==> src/design/vrsu_pkg.sv <==
package vrsu_pkg;

    localparam int SPRITE_MEM_BYTES = 256;
    localparam int PALETTE_BYTES    = 32;
    localparam int OAM_ADDR_W       = $clog2(SPRITE_MEM_BYTES);
    localparam int PAL_ADDR_W       = $clog2(PALETTE_BYTES);

    typedef enum logic [3:0] {
        OP_CPU_READ    = 4'd0,
        OP_CPU_WRITE   = 4'd1,
        OP_COARSE_X    = 4'd2,
        OP_LINE_END    = 4'd3,
        OP_FRAME_COPY  = 4'd4,
        OP_VBLANK_SET  = 4'd5,
        OP_VBLANK_CLR  = 4'd6,
        OP_SPRITE0_HIT = 4'd7,
        OP_OVERFLOW    = 4'd8
    } op_t;

    localparam logic [2:0] REG_CTRL     = 3'd0;
    localparam logic [2:0] REG_MASK     = 3'd1;
    localparam logic [2:0] REG_STATUS   = 3'd2;
    localparam logic [2:0] REG_OAM_ADDR = 3'd3;
    localparam logic [2:0] REG_OAM_DATA = 3'd4;
    localparam logic [2:0] REG_SCROLL   = 3'd5;
    localparam logic [2:0] REG_ADDR     = 3'd6;
    localparam logic [2:0] REG_DATA     = 3'd7;

    localparam logic [15:0] FINE_Y_MASK   = 16'h7000;
    localparam logic [15:0] COARSE_Y_MASK = 16'h03e0;
    localparam logic [15:0] NT_V_BIT      = 16'h0800;
    localparam logic [15:0] NT_H_BIT      = 16'h0400;
    localparam logic [15:0] HORIZ_MASK    = 16'h041f;
    localparam logic [15:0] HI_ADDR_MASK  = 16'h3f00;
    localparam logic [13:0] PAL_BASE      = 14'h3f00;
    localparam logic [13:0] PAL_FETCH_MSK = 14'h2fff;
    localparam logic [7:0]  OAM_EMPTY     = 8'hff;

    localparam logic [7:0] PAL_INIT [PALETTE_BYTES] = '{
        8'h09, 8'h01, 8'h00, 8'h01, 8'h00, 8'h02, 8'h02, 8'h0d,
        8'h08, 8'h10, 8'h08, 8'h24, 8'h00, 8'h00, 8'h04, 8'h2c,
        8'h09, 8'h01, 8'h34, 8'h03, 8'h00, 8'h04, 8'h00, 8'h14,
        8'h08, 8'h3a, 8'h00, 8'h02, 8'h00, 8'h20, 8'h2c, 8'h08
    };

    typedef struct packed {
        logic [3:0] opcode;
        logic [2:0] reg_index;
        logic [7:0] write_data;
        logic [7:0] mem_rdata;
    } in_item_t;

    typedef struct packed {
        logic [7:0]  read_data;
        logic        read_valid;
        logic [13:0] mem_addr;
        logic        mem_write;
        logic [7:0]  mem_wdata;
        logic        nmi_request;
        logic [7:0]  ctrl_byte;
        logic [7:0]  mask_byte;
        logic [2:0]  fine_scroll_x;
        logic [15:0] vram_address;
    } out_item_t;

    typedef struct packed {
        logic                  wr_en;
        logic [OAM_ADDR_W-1:0] wr_addr;
        logic [7:0]            wr_data;
        logic [OAM_ADDR_W-1:0] rd_addr;
    } oam_req_t;

endpackage

==> src/design/vrsu_oam.sv <==
module vrsu_oam (
    input  logic               aclk,
    input  logic               aresetn,
    input  vrsu_pkg::oam_req_t req,
    output logic [7:0]         rd_data
);

    logic [7:0] mem [vrsu_pkg::SPRITE_MEM_BYTES];
    logic [vrsu_pkg::SPRITE_MEM_BYTES-1:0] valid_reg;
    logic [7:0] rd_data_reg;
    logic       rd_valid_reg;

    always_ff @(posedge aclk) begin
        if (req.wr_en) begin
            mem[req.wr_addr] <= req.wr_data;
        end
        rd_data_reg <= mem[req.rd_addr];
    end

    always_ff @(posedge aclk) begin
        if (!aresetn) begin
            valid_reg    <= '0;
            rd_valid_reg <= 1'b0;
        end else begin
            if (req.wr_en) begin
                valid_reg[req.wr_addr] <= 1'b1;
            end
            rd_valid_reg <= valid_reg[req.rd_addr];
        end
    end

    assign rd_data = rd_valid_reg ? rd_data_reg : vrsu_pkg::OAM_EMPTY;

    a_no_rw_collision: assert property (@(posedge aclk) disable iff (!aresetn)
        req.wr_en |-> req.wr_addr != req.rd_addr)
        else $error("oam write and prefetch hit the same entry");

endmodule

==> src/design/vrsu_regfile.sv <==
module vrsu_regfile (
    input  logic                aclk,
    input  logic                aresetn,
    input  logic                fire,
    input  vrsu_pkg::in_item_t  item,
    input  logic [7:0]          oam_rdata,
    output vrsu_pkg::oam_req_t  oam_req,
    output vrsu_pkg::out_item_t result
);

    logic [15:0] cur_addr_reg, cur_addr_next;
    logic [15:0] tmp_addr_reg, tmp_addr_next;
    logic [2:0]  fine_x_reg, fine_x_next;
    logic        toggle_reg, toggle_next;
    logic [7:0]  read_buf_reg, read_buf_next;
    logic [vrsu_pkg::OAM_ADDR_W-1:0] oam_addr_reg, oam_addr_next;
    logic [7:0]  ctrl_reg, ctrl_next;
    logic [7:0]  mask_reg, mask_next;
    logic [4:0]  status_low_reg, status_low_next;
    logic        vblank_reg, vblank_next;
    logic        sprite0_reg, sprite0_next;
    logic        overflow_reg, overflow_next;
    logic [7:0]  pal_reg [vrsu_pkg::PALETTE_BYTES];

    logic        pal_we;
    logic        pal_mirror;
    logic [vrsu_pkg::PAL_ADDR_W-1:0] pal_idx;
    logic [13:0] cpu_addr;
    logic        pal_hit;
    logic [15:0] addr_inc;
    logic        addr_set;
    logic [13:0] maddr;
    logic [15:0] y_stepped;

    function automatic logic [15:0] step_x(input logic [15:0] v);
        logic [15:0] r;
        if (v[4:0] == 5'h1f) begin
            r = {v[15:5], 5'b0} ^ vrsu_pkg::NT_H_BIT;
        end else begin
            r = v + 16'd1;
        end
        return r;
    endfunction

    function automatic logic [15:0] step_y(input logic [15:0] v);
        logic [15:0] r;
        logic [4:0]  row;
        r   = v & ~vrsu_pkg::FINE_Y_MASK;
        row = v[9:5];
        if (v[14:12] != 3'b111) begin
            r = v + 16'h1000;
        end else begin
            if (row == 5'd29) begin
                row = 5'd0;
                r   = r ^ vrsu_pkg::NT_V_BIT;
            end else if (row == 5'd31) begin
                row = 5'd0;
            end else begin
                row = row + 5'd1;
            end
            r = (r & ~vrsu_pkg::COARSE_Y_MASK) | {6'b0, row, 5'b0};
        end
        return r;
    endfunction

    always_comb begin
        cur_addr_next   = cur_addr_reg;
        tmp_addr_next   = tmp_addr_reg;
        fine_x_next     = fine_x_reg;
        toggle_next     = toggle_reg;
        read_buf_next   = read_buf_reg;
        oam_addr_next   = oam_addr_reg;
        ctrl_next       = ctrl_reg;
        mask_next       = mask_reg;
        status_low_next = status_low_reg;
        vblank_next     = vblank_reg;
        sprite0_next    = sprite0_reg;
        overflow_next   = overflow_reg;
        result          = '0;
        oam_req         = '0;
        pal_we          = 1'b0;
        addr_set        = 1'b0;
        maddr           = '0;

        cpu_addr   = cur_addr_reg[13:0];
        pal_hit    = cpu_addr >= vrsu_pkg::PAL_BASE;
        pal_idx    = cpu_addr[vrsu_pkg::PAL_ADDR_W-1:0];
        pal_mirror = pal_idx[3:0] == 4'd0;
        addr_inc   = ctrl_reg[2] ? 16'd32 : 16'd1;
        y_stepped  = step_y(cur_addr_reg);

        if (fire) begin
            case (item.opcode)
                vrsu_pkg::OP_CPU_READ: begin
                    case (item.reg_index)
                        vrsu_pkg::REG_STATUS: begin
                            result.read_data  = {vblank_reg, sprite0_reg, overflow_reg,
                                                 status_low_reg};
                            result.read_valid = 1'b1;
                            vblank_next       = 1'b0;
                            toggle_next       = 1'b0;
                        end
                        vrsu_pkg::REG_OAM_DATA: begin
                            result.read_data  = oam_rdata;
                            result.read_valid = 1'b1;
                        end
                        vrsu_pkg::REG_DATA: begin
                            if (pal_hit) begin
                                result.read_data = pal_reg[pal_idx];
                                maddr            = cpu_addr & vrsu_pkg::PAL_FETCH_MSK;
                            end else begin
                                result.read_data = read_buf_reg;
                                maddr            = cpu_addr;
                            end
                            result.read_valid = 1'b1;
                            read_buf_next     = item.mem_rdata;
                            addr_set          = 1'b1;
                            cur_addr_next     = cur_addr_reg + addr_inc;
                        end
                        default: begin
                        end
                    endcase
                end
                vrsu_pkg::OP_CPU_WRITE: begin
                    case (item.reg_index)
                        vrsu_pkg::REG_CTRL: begin
                            ctrl_next     = item.write_data;
                            tmp_addr_next = {tmp_addr_reg[15:12], item.write_data[1:0],
                                             tmp_addr_reg[9:0]};
                        end
                        vrsu_pkg::REG_MASK: begin
                            mask_next = item.write_data;
                        end
                        vrsu_pkg::REG_STATUS: begin
                            status_low_next = item.write_data[4:0];
                        end
                        vrsu_pkg::REG_OAM_ADDR: begin
                            oam_addr_next = item.write_data;
                        end
                        vrsu_pkg::REG_OAM_DATA: begin
                            oam_req.wr_en   = 1'b1;
                            oam_req.wr_addr = oam_addr_reg;
                            oam_req.wr_data = item.write_data;
                            oam_addr_next   = oam_addr_reg + 1'b1;
                        end
                        vrsu_pkg::REG_SCROLL: begin
                            if (toggle_reg) begin
                                tmp_addr_next = {1'b0, item.write_data[2:0],
                                                 tmp_addr_reg[11:10],
                                                 item.write_data[7:3],
                                                 tmp_addr_reg[4:0]};
                                toggle_next   = 1'b0;
                            end else begin
                                tmp_addr_next = {tmp_addr_reg[15:5], item.write_data[7:3]};
                                fine_x_next   = item.write_data[2:0];
                                toggle_next   = 1'b1;
                            end
                        end
                        vrsu_pkg::REG_ADDR: begin
                            if (toggle_reg) begin
                                tmp_addr_next = {tmp_addr_reg[15:8], item.write_data};
                                cur_addr_next = {tmp_addr_reg[15:8], item.write_data};
                                toggle_next   = 1'b0;
                            end else begin
                                tmp_addr_next = {2'b0, item.write_data[5:0],
                                                 tmp_addr_reg[7:0]};
                                toggle_next   = 1'b1;
                            end
                        end
                        default: begin
                            if (pal_hit) begin
                                pal_we = 1'b1;
                            end else begin
                                result.mem_write = 1'b1;
                                result.mem_wdata = item.write_data;
                                maddr            = cpu_addr;
                                addr_set         = 1'b1;
                            end
                            cur_addr_next = cur_addr_reg + addr_inc;
                        end
                    endcase
                end
                vrsu_pkg::OP_COARSE_X: begin
                    if (mask_reg[3]) begin
                        cur_addr_next = step_x(cur_addr_reg);
                    end
                end
                vrsu_pkg::OP_LINE_END: begin
                    if (mask_reg[3]) begin
                        cur_addr_next = (y_stepped & ~vrsu_pkg::HORIZ_MASK)
                                      | (tmp_addr_reg & vrsu_pkg::HORIZ_MASK);
                    end
                end
                vrsu_pkg::OP_FRAME_COPY: begin
                    if (mask_reg[3]) begin
                        cur_addr_next = (cur_addr_reg & vrsu_pkg::HORIZ_MASK)
                                      | (tmp_addr_reg & ~vrsu_pkg::HORIZ_MASK);
                    end
                end
                vrsu_pkg::OP_VBLANK_SET: begin
                    vblank_next = 1'b1;
                end
                vrsu_pkg::OP_VBLANK_CLR: begin
                    vblank_next   = 1'b0;
                    sprite0_next  = 1'b0;
                    overflow_next = 1'b0;
                end
                vrsu_pkg::OP_SPRITE0_HIT: begin
                    sprite0_next = 1'b1;
                end
                vrsu_pkg::OP_OVERFLOW: begin
                    overflow_next = 1'b1;
                end
                default: begin
                end
            endcase
        end

        oam_req.rd_addr      = oam_addr_next;
        result.mem_addr      = addr_set ? maddr : cur_addr_next[13:0];
        result.nmi_request   = vblank_next & ctrl_next[7];
        result.ctrl_byte     = ctrl_next;
        result.mask_byte     = mask_next;
        result.fine_scroll_x = fine_x_next;
        result.vram_address  = cur_addr_next;
    end

    always_ff @(posedge aclk) begin
        if (!aresetn) begin
            cur_addr_reg   <= '0;
            tmp_addr_reg   <= '0;
            fine_x_reg     <= '0;
            toggle_reg     <= 1'b0;
            read_buf_reg   <= '0;
            oam_addr_reg   <= '0;
            ctrl_reg       <= '0;
            mask_reg       <= '0;
            status_low_reg <= '0;
            vblank_reg     <= 1'b0;
            sprite0_reg    <= 1'b0;
            overflow_reg   <= 1'b0;
            pal_reg        <= vrsu_pkg::PAL_INIT;
        end else begin
            cur_addr_reg   <= cur_addr_next;
            tmp_addr_reg   <= tmp_addr_next;
            fine_x_reg     <= fine_x_next;
            toggle_reg     <= toggle_next;
            read_buf_reg   <= read_buf_next;
            oam_addr_reg   <= oam_addr_next;
            ctrl_reg       <= ctrl_next;
            mask_reg       <= mask_next;
            status_low_reg <= status_low_next;
            vblank_reg     <= vblank_next;
            sprite0_reg    <= sprite0_next;
            overflow_reg   <= overflow_next;
            if (pal_we) begin
                pal_reg[pal_idx] <= item.write_data;
                if (pal_mirror) begin
                    pal_reg[pal_idx ^ 5'h10] <= item.write_data;
                end
            end
        end
    end

    a_status_clears_toggle: assert property (@(posedge aclk) disable iff (!aresetn)
        fire && item.opcode == vrsu_pkg::OP_CPU_READ && item.reg_index == vrsu_pkg::REG_STATUS
        |=> !toggle_reg && !vblank_reg)
        else $error("status read left toggle or vblank set");

    a_addr_load: assert property (@(posedge aclk) disable iff (!aresetn)
        fire && toggle_reg && item.opcode == vrsu_pkg::OP_CPU_WRITE
        && item.reg_index == vrsu_pkg::REG_ADDR
        |=> cur_addr_reg == tmp_addr_reg)
        else $error("second address write did not load current address");

endmodule

==> src/design/video_register_and_scroll_unit.sv <==
// Channel  Direction  Handshake           Payload
// s_       in         s_valid / s_ready   s_item  (vrsu_pkg::in_item_t)
// m_       out        m_valid / m_ready   m_item  (vrsu_pkg::out_item_t)
//
// One item per cycle sustained while m_ready stays high; an item's result reaches m_ through
// the input register, then the result register, with all state updated in between.
// Sprite memory reads come from a registered port addressed with the next sprite address.
// Reset is synchronous: state cleared, palette loaded with its initial table,
// sprite memory entries marked empty so they read 0xff until written.
// With m_ready low the result holds and one more item waits in the input register.
module video_register_and_scroll_unit (
    input  logic                aclk,
    input  logic                aresetn,
    input  logic                s_valid,
    output logic                s_ready,
    input  vrsu_pkg::in_item_t  s_item,
    output logic                m_valid,
    input  logic                m_ready,
    output vrsu_pkg::out_item_t m_item
);

    logic                in_valid_reg, in_valid_next;
    vrsu_pkg::in_item_t  in_item_reg;
    logic                out_valid_reg, out_valid_next;
    vrsu_pkg::out_item_t out_item_reg;
    vrsu_pkg::out_item_t result;
    vrsu_pkg::oam_req_t  oam_req;
    logic [7:0]          oam_rdata;
    logic                fire;
    logic                accept;

    assign fire    = in_valid_reg && (!out_valid_reg || m_ready);
    assign s_ready = !in_valid_reg || fire;
    assign accept  = s_valid && s_ready;

    always_comb begin
        in_valid_next = in_valid_reg;
        if (accept) begin
            in_valid_next = 1'b1;
        end else if (fire) begin
            in_valid_next = 1'b0;
        end
        out_valid_next = out_valid_reg;
        if (fire) begin
            out_valid_next = 1'b1;
        end else if (m_ready) begin
            out_valid_next = 1'b0;
        end
    end

    always_ff @(posedge aclk) begin
        if (!aresetn) begin
            in_valid_reg  <= 1'b0;
            out_valid_reg <= 1'b0;
        end else begin
            in_valid_reg  <= in_valid_next;
            out_valid_reg <= out_valid_next;
        end
    end

    always_ff @(posedge aclk) begin
        if (accept) begin
            in_item_reg <= s_item;
        end
        if (fire) begin
            out_item_reg <= result;
        end
    end

    vrsu_regfile u_regfile (
        .aclk      (aclk),
        .aresetn   (aresetn),
        .fire      (fire),
        .item      (in_item_reg),
        .oam_rdata (oam_rdata),
        .oam_req   (oam_req),
        .result    (result)
    );

    vrsu_oam u_oam (
        .aclk    (aclk),
        .aresetn (aresetn),
        .req     (oam_req),
        .rd_data (oam_rdata)
    );

    assign m_valid = out_valid_reg;
    assign m_item  = out_item_reg;

    a_fire_loads_result: assert property (@(posedge aclk) disable iff (!aresetn)
        fire |=> out_valid_reg)
        else $error("processed item produced no result");

endmodule

==> config.mk <==
export PLATFORM = sky130hd
export DESIGN_NAME = video_register_and_scroll_unit
export DESIGN_NICKNAME = d
export VERILOG_FILES = /design/src/design/vrsu_pkg.sv /design/src/design/vrsu_oam.sv /design/src/design/vrsu_regfile.sv /design/src/design/video_register_and_scroll_unit.sv
export SDC_FILE = /design/constraint.sdc
export NUM_CORES = 2
export LEC_CHECK = 0
export BUFFER_PORTS_ARGS = -buffer_cell sky130_fd_sc_hd__buf_2
export CELL_PAD_IN_SITES_DETAIL_PLACEMENT = 1
export CELL_PAD_IN_SITES_GLOBAL_PLACEMENT = 1
export CORE_MARGIN = 2
export CORE_UTILIZATION = 58
export CTS_CLUSTER_SIZE = 30
export DETAILED_ROUTE_END_ITERATION = 16
export HOLD_SLACK_MARGIN = 0.03
export PLACE_DENSITY_LB_ADDON = 0.1
export SLEW_MARGIN = 30
export SYNTH_ARGS = -nofsm -noshare
export SYNTH_HDL_FRONTEND = slang
export SYNTH_SLANG_ARGS = --single-unit
==> constraint.sdc <==
create_clock -name aclk -period 18.3 [get_ports aclk]
set_input_delay 4.575 -clock aclk [delete_from_list [all_inputs] [get_ports aclk]]
set_output_delay 4.575 -clock aclk [all_outputs]
set_load 0.05 [all_outputs]
Word-level counts from Yosys, hierarchy flattened. Memories as Yosys holds them, arrays and structs flattened. A register that Yosys moved wholly into a read port is not among the register bits. Cells that the tools add are included. W data, S select, Z words.

$add $sub $neg: 5. Magnitude comparators: 8. Eq/ne operators: 25. Mux-type cells: 83. Bitwise operators: 13. Reduce and logical (&&, ||, !) cells: 33.

Operators by type and width (count): $bwmux W256 (2); $mux W256 (1); $or A256 B256 Y256 (1); $mux W16 (11); $mux W8 (14); $demux W8 S5 (2); $pmux W16 S5 (1); $mux W14 (4); $mux W17 (3); $pmux W16 S3 (1); $bmux W8 S5 (1); $pmux W16 S2 (1); $pmux W14 S2 (1); $pmux W9 S3 (1); $mux W1 (21); $lt A8 B9 Y1 const B (2); $reduce_and A6 Y1 (3); $add A16 B1 Y16 const B (1); $add A16 B13 Y16 const B (1); $add A16 B6 Y16 (1); $eq A4 B3 Y1 const B (4); $or A11 B16 Y16 (1); $or A16 B10 Y16 (1); $or A16 B11 Y16 (1); 45 further kinds (87).

Register bits after elaboration: 682. Bits in writable memories: 2048. Bits of input ports: 27. Output and inout bits: 70. Memories: 1.

Memory list: u_oam.mem (depth 256, width 8, rd ports 1, clocked after memory_dff 1, wr ports 1, RTL line vrsu_oam.sv:8) `logic [7:0] mem [vrsu_pkg::SPRITE_MEM_BYTES];`.

Depth between registers and ports, before layout.
Word-level depth: 11. Gate-level depth with buffers: 17. Gate-level depth less buffers: 12.

By module. Synthesis repeated with hierarchy kept, for this count alone.

Cells, all modules: 6369. Area, all modules: 108130.0 um^2.

By module, submodules not included: vrsu_oam (instances 1, cells an instance 4396, area an instance 88638.8 um^2, sequential area each 66804.1 um^2); vrsu_regfile (instances 1, cells an instance 1873, area an instance 16654.7 um^2, sequential area each 6626.4 um^2); video_register_and_scroll_unit (instances 1, cells an instance 100, area an instance 2836.5 um^2, sequential area each 2772.7 um^2).

Least setup slack after synthesis. Ideal clock, no wire load.

Path type: input-to-output. From: input m_ready. To: output s_ready. Arrival time: 5.312 ns. Required time: 13.725 ns. Path slack: 8.413 ns. Stages on the path: 2. Buffers on the path: 0. Cells stage by stage: nor2b_1 > nand2_1.

Longest elaborated chain between the ends: 3.

RTL lines: from (decl) (RTL line video_register_and_scroll_unit.sv:18) `input logic m_ready,`; $logic_or A1 B1 Y1 (RTL line video_register_and_scroll_unit.sv:32) `assign fire = in_valid_reg && (!out_valid_reg || m_ready);`; $logic_and A1 B1 Y1 (RTL line video_register_and_scroll_unit.sv:32); $logic_or A1 B1 Y1 (RTL line video_register_and_scroll_unit.sv:33) `assign s_ready = !in_valid_reg || fire;`; to (decl) (RTL line video_register_and_scroll_unit.sv:15) `output logic s_ready,`.

Every way passes these cells.

Final worst setup path. Ends and elaborated chain as after synthesis.

==> metrics <==
Tcrit/Tclk final=between 50 and 60%; DR DRC count=0; clock buffer depth=4; layout cell share with drive strength beyond 1=around 20%; Post-CTS Hold Fix Bufs=0; final instance area=about 120000 sq um; PD cells=104 nW/um^2; worst path buffer plus inverter count=2; Worst Setup Path Type=in -> out; top cell type's share of synthesized area=between 50% and 60%; NumNets Final=~7.2k; WL/cell=34.5 um; PortBufs=between 90 and 100; GP Congestion=between 0.8 and 0.9; Hold Slack=0.450 ns; Worst setup EP type=output pin; Resize count post-CTS=0; TritonCTS clock tree=yes; post-route ant nets=0; R2R depth=12; largest net degree at the start of global routing=134; WHS Endpoint=u_regfile.pal_reg[76]; Static Leak=slightly above 40 nW; Least-Margin Pin Slew=between 1 and 1.5 ns; synth warn=0; Top Ports=97; Multi-input gate area=a little over 30000 sq um; RSZ-0062 raised after global routing=no; die height=around 440 um; Post-synth top cells=2139 x edfxtp_1, 900 x nor2_1, 875 x nand2_1, 609 x mux4_2, 598 x dfxtp_1; min Tclk post-route=roughly 10 ns; number of synthesized register bits=2737; syn_nets=7059; Clock Skew=~0.061 ns; origin of the critical flop-to-flop path=in_item_reg[19]; Largest register FFs=2048; status=finished, final reports clean; CP top delay family=simple AND/OR/NAND/NOR gates; Die ar.=~190000 sq um; CP startpoint kind=primary input; Seq/Total Area, Yosys=between 70% and 80%; first-pass GRT wire length=491000 um; CP max stage cell=nor2b_1; synthesized cell area=108000 sq um; Max-Cap Viols=0; number of synthesized flops with an enable pin=around 2.1k; Slowest Stage Delay on Critical Path=around 0.56 ns; Setup TNS=0 ns; top cells by area, synth=edfxtp_1 59%, mux4_2 13%, dfxtp_1 11%; Slew HR=approximately 22%; Die W=between 400 and 500 um; depth of the worst hold-timing path=2; Setup-failing EPs final=0; Skew-Pair Late Insertion Delay=between 0.9 and 1 ns; core area=approximately 190000 sq um; initial antenna violation count=14; vias in the first global route=about 69k; area leader, netlist=edfxtp_1; DP Area=~110000 sq um; register area=about 76000 sq um; r2r endpoint=u_oam.rd_data_reg[6]; DR pass1 iterations=6; final WL=339000 um; area growth from synthesis to layout=11.7%; crit-path cells=buf_2 > nor2b_1 > nand2_1 > buf_2; post-synthesis instance total=about 7k; # rows=~160; f_max=between 90 and 100 MHz; Max Fanout on Critical Path=6; Post-DP HPWL=a little over 200000 um; crit path launch=m_ready; total gr overflow=0; 1st-iter DRT viols=around 8.7k; main flop type after synthesis=edfxtp_1; Overall Global Routing Usage=35.7%; Max Transition Viols Final=0; Worst VDD drop=about 0.000091 V; CP required=about 14 ns; most frequent cell after synthesis=edfxtp_1; clock-pin slew on the worst setup and hold paths=approximately 0.06 ns; CP dominant cell by count=buf_2; Worst EP arrival=between 5 and 6 ns; Via Count=67.0k; worst hold path startpoint=u_regfile.pal_reg[76]; final number of hold-violating endpoints=0; post-CTS setup buffer count=0; clock root buffer=clkbuf_16; fill cell total of the finished layout=around 16k; asr flop ratio synth=0%; htree depth=5; Hold Crit Class=reg -> reg; CTS Buf Count=around 290; TritonCTS Sinks=about 2.7k; reg2reg setup slack=roughly 11 ns; vias per inst=just under 7; synth unique cells=between 80 and 90; Initial Utilization=around 58%; Post-Syn Area per Cell=approximately 15 sq um
[worst reg2reg max path: stages, from the launching register on]
cell and delay, ns:
edfxtp_1 0.72, nor4b_4 0.80, o2111ai_2 0.67, mux2_8 0.92
buf_4 0.77, buf_4 0.79, mux4_2 0.41, nand2_1 0.10
and3_1 0.25, a311oi_1 0.61, a31oi_1 0.33, a311o_1 0.44
nor4_1 0.39
[where the power goes]
group          switching (mW)  leakage, nW  internal, mW  total, mW
sequential             0.0107         27.0          6.62       6.63
clock                    2.44         4.48          3.37       5.80
combinational           0.120         9.94        0.0345      0.154
[layout make-up]
cell class / instances / share of cell area (%)
tap: 2480 / 2.57
clock buffer: 385 / 6.62
timing repair buffer: 263 / 1.57
sequential: 2737 / 63.1
multi-input combinational: 3805 / 25.1
inverter: 20 / 0.0694
clock inverter: 129 / 0.975
antenna: 3 / 0.00622
[cell usage in the layout, fill, tap and decap left out, drive strengths merged, types with 29 or more instances in the layout]
master,instances
a21oi,337
a221oi,29
a22oi,177
a31oi,34
and2,60
and3,47
buf,263
clkbuf,385
clkinv,94
dfxtp,598
edfxtp,2139
mux2,39
mux2i,50
mux4,609
nand2,875
nand3,226
nand4,32
nor2,903
o21ai,74
[per-layer routing]
layer	global-route usage, %	vias up	share of wire (%)
li1	-	27100	-
met4	17.5	6	5.3
met1	47.1	35000	37
met3	7.24	888	9.6
met5	0	-	0.016
met2	57.0	4067	48
[worst max-delay path by stage]
| stage | end | slack (ns) | depth (start not counted) |
|---|---|---|---|
| after floorplan | s_ready | 8.41 | 2 |
| after global placement | u_oam.rd_data_reg[1] | 7.30 | 12 |
| after detailed placement | u_oam.rd_data_reg[6] | 7.83 | 13 |
| after CTS | s_ready | 7.97 | 4 |
| after global routing | s_ready | 7.87 | 4 |
| final | s_ready | 7.85 | 4 |
[per-stage QoR]
step | power [mW] | worst slack, ns | utilization, % | instances
detailed placement | 6.92 | 7.83 | 60.0 | 9302
finish | 12.6 | 7.85 | 65.1 | 9822
CTS | 12.6 | 7.97 | 65.0 | 9816
global route | 12.8 | 7.87 | 65.1 | 9820
global placement | 6.92 | 7.30 | 59.9 | 9297
floorplan | 6.86 | 8.41 | - | 7018
[cell families (layout without fill, tap and decap cells)]
family,Yosys count,in the layout,share of synthesized area (%)
other,0,3,0
buffers and inverters,476,797,2.06
adders and majority gates,14,14,0.162
AOI/OAI and AO/OA,819,819,4.89
xor gates and xnor gates,11,11,0.0891
muxes,698,698,13.6
DFF,2737,2737,70.5
and+or+nand+nor,2263,2263,8.78
Power figures use the tool's default switching activity.
